## src/rtl/core/hfs_pkg.sv

```systemverilog
// ----------------------------------------------------------------------------
// hfs_pkg: shared definitions for the two-state scaled forward step
// Default widths, reset values, register indexes and the command and
// status bundles between the controller and the datapath.
// ----------------------------------------------------------------------------
package hfs_pkg;

    // default formats: probabilities Q1.15, likelihoods 24 bits (16 fraction)
    localparam int PROB_FRAC_BITS_DEF = 15;
    localparam int LIKE_WIDTH_DEF     = 24;

    // reciprocal output width, Q16.16; also the number of division steps
    localparam int SCALE_W = 32;

    // reset value of the initial pair and of the held pair
    localparam int ALPHA_RST = 16384;

    // configuration register indexes
    localparam int CFG_AW = 1;
    localparam logic [CFG_AW-1:0] CFG_IDX_NULL = 1'b0;
    localparam logic [CFG_AW-1:0] CFG_IDX_ALT  = 1'b1;

    // controller to datapath
    typedef struct packed {
        logic load;    // capture the transaction, apply start load
        logic mul;     // alpha times transition products
        logic psum;    // sum products per destination state
        logic ulik;    // multiply by the emission likelihoods
        logic ssum;    // form the unnormalized sum
        logic dinit;   // seed the division lanes
        logic dstep;   // one restoring division step
        logic finish;  // round, load the output register, update state
    } t_cmd;

    // datapath to controller
    typedef struct packed {
        logic zero;    // unnormalized sum is zero
        logic last;    // final division step this cycle
    } t_sts;

endpackage

```

## src/rtl/core/hfs_ctrl.sv

```systemverilog
// ----------------------------------------------------------------------------
// hfs_ctrl: sequencer of the forward step
// Walks one transaction through the product, sum and division phases and
// owns the valid flag of the output register.
// ----------------------------------------------------------------------------
module hfs_ctrl (
    input  logic          i_clk,
    input  logic          i_rst_n,
    input  logic          i_in_valid,
    output logic          o_in_ready,
    input  logic          i_out_ready,
    output logic          o_out_valid,
    output hfs_pkg::t_cmd o_cmd,
    input  hfs_pkg::t_sts i_sts
);

    typedef enum logic [7:0] {
        S_IDLE  = 8'b0000_0001,
        S_MUL   = 8'b0000_0010,
        S_PSUM  = 8'b0000_0100,
        S_ULIK  = 8'b0000_1000,
        S_SSUM  = 8'b0001_0000,
        S_DINIT = 8'b0010_0000,
        S_DIV   = 8'b0100_0000,
        S_DONE  = 8'b1000_0000
    } t_state;

    t_state r_state, n_state;
    logic   r_out_valid, n_out_valid;

    always_comb begin
        n_state = r_state;
        o_cmd   = '0;
        case (r_state)
            S_IDLE: begin
                if (i_in_valid) begin
                    o_cmd.load = 1'b1;
                    n_state    = S_MUL;
                end
            end
            S_MUL: begin
                o_cmd.mul = 1'b1;
                n_state   = S_PSUM;
            end
            S_PSUM: begin
                o_cmd.psum = 1'b1;
                n_state    = S_ULIK;
            end
            S_ULIK: begin
                o_cmd.ulik = 1'b1;
                n_state    = S_SSUM;
            end
            S_SSUM: begin
                o_cmd.ssum = 1'b1;
                n_state    = S_DINIT;
            end
            S_DINIT: begin
                o_cmd.dinit = 1'b1;
                // skip the division when there is nothing to normalize
                n_state     = i_sts.zero ? S_DONE : S_DIV;
            end
            S_DIV: begin
                o_cmd.dstep = 1'b1;
                if (i_sts.last) begin
                    n_state = S_DONE;
                end
            end
            S_DONE: begin
                // hold until the output register is free or being drained
                if (!r_out_valid || i_out_ready) begin
                    o_cmd.finish = 1'b1;
                    n_state      = S_IDLE;
                end
            end
            default: begin
                n_state = S_IDLE;
            end
        endcase
    end

    always_comb begin
        if (o_cmd.finish) begin
            n_out_valid = 1'b1;
        end else if (i_out_ready) begin
            n_out_valid = 1'b0;
        end else begin
            n_out_valid = r_out_valid;
        end
    end

    always_ff @(posedge i_clk) begin
        if (!i_rst_n) begin
            r_state     <= S_IDLE;
            r_out_valid <= 1'b0;
        end else begin
            r_state     <= n_state;
            r_out_valid <= n_out_valid;
        end
    end

    assign o_in_ready  = (r_state == S_IDLE);
    assign o_out_valid = r_out_valid;

endmodule

```

## config.mk

```make
export PLATFORM = sky130hd
export DESIGN_NAME = hfs_ctrl
export DESIGN_NICKNAME = d
export VERILOG_FILES = /design/src/rtl/core/hfs_pkg.sv /design/src/rtl/core/hfs_ctrl.sv
export SDC_FILE = /design/constraint.sdc
export NUM_CORES = 1
export LEC_CHECK = 0
export BUFFER_PORTS_ARGS = -buffer_cell sky130_fd_sc_hd__buf_2
export CORE_MARGIN = 1.5
export CORE_UTILIZATION = 40
export CTS_CLUSTER_DIAMETER = 120
export DETAILED_ROUTE_END_ITERATION = 8
export GPL_ROUTABILITY_DRIVEN = 1
export HOLD_SLACK_MARGIN = 0.12
export PLACE_DENSITY = 0.64
export SLEW_MARGIN = 30
export SYNTH_ARGS = -nofsm -noshare
export SYNTH_HDL_FRONTEND = slang
export SYNTH_SLANG_ARGS = --single-unit
```

## constraint.sdc

```tcl
create_clock -name i_clk -period 1.85 [get_ports i_clk]
set_clock_uncertainty 0.2 [all_clocks]
set_input_delay 0.185 -clock i_clk [delete_from_list [all_inputs] [get_ports i_clk]]
set_output_delay 0.185 -clock i_clk [all_outputs]
set_load 0.05 [all_outputs]
```

==> results.md <==
* Routed wl met2 at 682 um
* Placed cell area at approximately 700 um^2
* Syn_nets at 64
* Area grow syn2layout at 67.0%
* Drt pass-1 iters at 4
* # Max-Cap Violations at 0
* Top routing layer used: met4
* Final global-route overflow total at 0
* Routed met1 length at 695 um
* Clock power share at between 20 and 30%
* Drt initial violations at 17
* CP Launch Point: r_state[4]$_SDFFE_PN0P_
* Reg clk slew, reported paths at roughly 70 ps
* Core footprint at 1280 um^2
* Deepest clock path buffer count at 2
* Final setup viols at 4
* CTS root buffer: clkbuf_4
* Combinational fraction of design power at 39.2%
* Residual DRC at 0
* Starting Density at 42.7%
* Leak at 0.000409 uW
* Final Critical Period at 1930 ps
* Failing checks: negative setup slack
* Max H-tree Level at 1
* Final hold violation count at 0
* Status: complete, but fails checks
* Drt wl/cell at between 10 and 15 um
* VDD IR-drop max at roughly 0.00038 V
* Row count at 13
* Unrepaired setup endpoints after global routing: yes
* WS Path Type: register to output port
* Final #Nets at 100
* Vias in the first global route at 461
* Design Area, Final at 917 um^2
* Pre-CTS setup slack at 120 ps
* Clock buffer count from CTS at 3
* Die Height at 40.1 um
* Clock sink total at 9
* Initial antenna violation count at 0
* Worst reg2reg path startpoint: r_state[4]$_SDFFE_PN0P_
* Synth Instances at 58
* Antenna cells at 0
* Post-DR vias/cell at about 5.4
* FILL cells at 100
* Net switching power at 214 uW
* DRT antenna net count at 0
* Flops & latches, synth at 9
* Gpl congestion at 0.780
* Worst EP arrival at ~1500 ps
* Worst rel slew slack at 78.1%
* Synth Warn # at 0
* Critical path fanouts, max at 4
* GRT Util Overall at ~20%
* First-pass GRT wire length at 2.05 mm
* Max Clk Rate at between 500 and 600 MHz
* Die X at between 40 and 50 um
* Int Power at 398 uW
* Pwr dens at 668 nW/um^2
* Slew @ Worst Pin at 325 ps
* HP Class: register to register
* Hpwl dp at 939 um
* Final Util at 71.4%
* WP data required at roughly 1500 ps
* Die area at ~1600 um^2
* Crit path launch type: register
* Final wirelength at 1.47 mm
* Layout cells sized above 1 at 55.9%
* Flop pwr share at 35.2%
* Hold slack at 321 ps
* Met3 WL at 80 um
* Hold path start: o_out_valid$_SDFFE_PN0P_
* CP endpoint kind: output port
* Net Sw Frac at between 30% and 40%
* Ports at 16
* CTS tree: yes
* Max-slew violation count at 0
* Final worst slack at -75.0 ps
* Cell Area, Synth at 549 um^2
* Largest net degree at the start of global routing at 9
* Synth cell types at 30
* Period utilization at 104%
* Pwr Total at 612 uW
* Vias at approximately 600
* Part of the Yosys area used for sequential elements at 32.8%
* Clock latency on the worst-skew pair at 270 ps
* Post-Syn Area per Cell at about 9.5 um^2
* IO Port Bufs at 15
==> metal layers <==
layer  vias to the layer above  track usage, %
met5                         -               0
met4                         0            5.17
met3                         2            10.0
met2                        16            31.9
met1                       279            24.3
li1                        286               -
==> per-stage QoR <==
stage          instances  setup TNS [ps]
6_report             108            -169
5_1_grt              108            -615
4_1_cts              104            -183
3_5_place_dp          90               0
3_3_place_gp          90               0
2_1_floorplan         58           -92.7
==> final timing paths <==
path         depth (start not counted)  slack, ps                       end
max                                  4        -80                  o_cmd[4]
min                                  2        320  o_out_valid$_SDFFE_PN0P_
max reg2reg                          6         60   r_state[7]$_SDFFE_PN0P_
min reg2reg                          2        320  o_out_valid$_SDFFE_PN0P_
==> layout make-up <==
class                   instances  area, um^2  share of cell area [%]
clock inverters                 1        5.00                   0.546
repair buffers                 33         275                    30.0
flip-flops and latches          9         191                    20.9
clock buffers                   3        22.5                    2.46
inverters                       3        11.3                    1.23
multi-input cells              44         393                    42.8
well taps                      15        18.8                    2.05
==> registers in the layout, indices dropped and copies added (netlist names) <==
name / cells
r_state: 8
o_out_valid: 1
==> what timing repair did <==
| action | CTS | global route |
|---|---|---|
| resized for setup | 16 | 14 |
| pin swaps | 5 | 7 |
| setup endpoints to repair | 9 | 10 |
| hold buffers | 5 | 0 |
| endpoints found under the hold margin | 9 | 0 |
| setup buffers | 5 | 4 |
==> synth_stat cells (all sizes together) <==
library cell / n / area share (%)
nor3b: 3 / 5.0
a21boi: 1 / 1.4
and2: 2 / 2.3
nor2b: 2 / 2.3
nor4bb: 1 / 1.8
and3b: 1 / 1.6
nand2: 2 / 1.8
and4b: 1 / 1.8
o22ai: 1 / 1.1
nor4: 2 / 7.7
nor3: 1 / 0.91
nor4b: 1 / 1.6
nor2: 6 / 4.1
and4: 2 / 3.2
xor2: 1 / 1.6
nand3: 2 / 1.8
a21oi: 2 / 1.8
and3: 1 / 1.1
o2111ai: 2 / 3.2
dfxtp: 9 / 33
nand2b: 3 / 3.4
xnor2: 1 / 1.6
nand4b: 4 / 7.5
inv: 3 / 2.0
buf: 2 / 2.7
o211ai: 2 / 3.6
==> worst max-delay path, cell delays in order, from the launching register on <==
cell	delay [ps]
dfxtp_4	350
nor4_4	370
nand2_2	150
nor3b_4	210
buf_6	180
==> logic make-up (layout without fill, tap and decap cells) <==
logic type / Yosys count / in the layout / share of synthesized area, %
AOI/OAI and AO/OA: 8 / 8 / 11.2
DFF: 9 / 9 / 32.8
xor gates and xnor gates: 2 / 2 / 3.19
buffers and inverters: 5 / 40 / 4.78
and+or+nand+nor: 34 / 34 / 48.1
==> power groups by stage <==
stage | combinational (uW) | clock, uW | sequential, uW
4_1_cts | 207 | 163 | 217
3_5_place_dp | 170 | 0 | 221
6_report | 240 | 157 | 215
3_3_place_gp | 167 | 0 | 221
2_1_floorplan | 130 | 0 | 223
5_1_grt | 253 | 170 | 217
==> layout by cell type (no fill, tap or decap), drive strengths merged <==
cell type	netlist	layout
nor4bb	1	1
nand2b	3	3
xor2	1	1
a21oi	2	2
nor2b	2	2
dlygate4sd3	0	5
o211ai	2	2
and3	1	1
dfxtp	9	9
o22ai	1	1
nor4	2	2
clkinv	0	1
a21boi	1	1
o2111ai	2	2
and2	2	2
nor3b	3	3
nand3	2	2
and4b	1	1
nor2	6	6
nor4b	1	1
and3b	1	1
nand2	2	2
and4	2	2
inv	3	3
buf	2	26
clkbuf	0	5
nand4b	4	4
xnor2	1	1
nor3	1	1
Power figures use the tool's default switching activity.
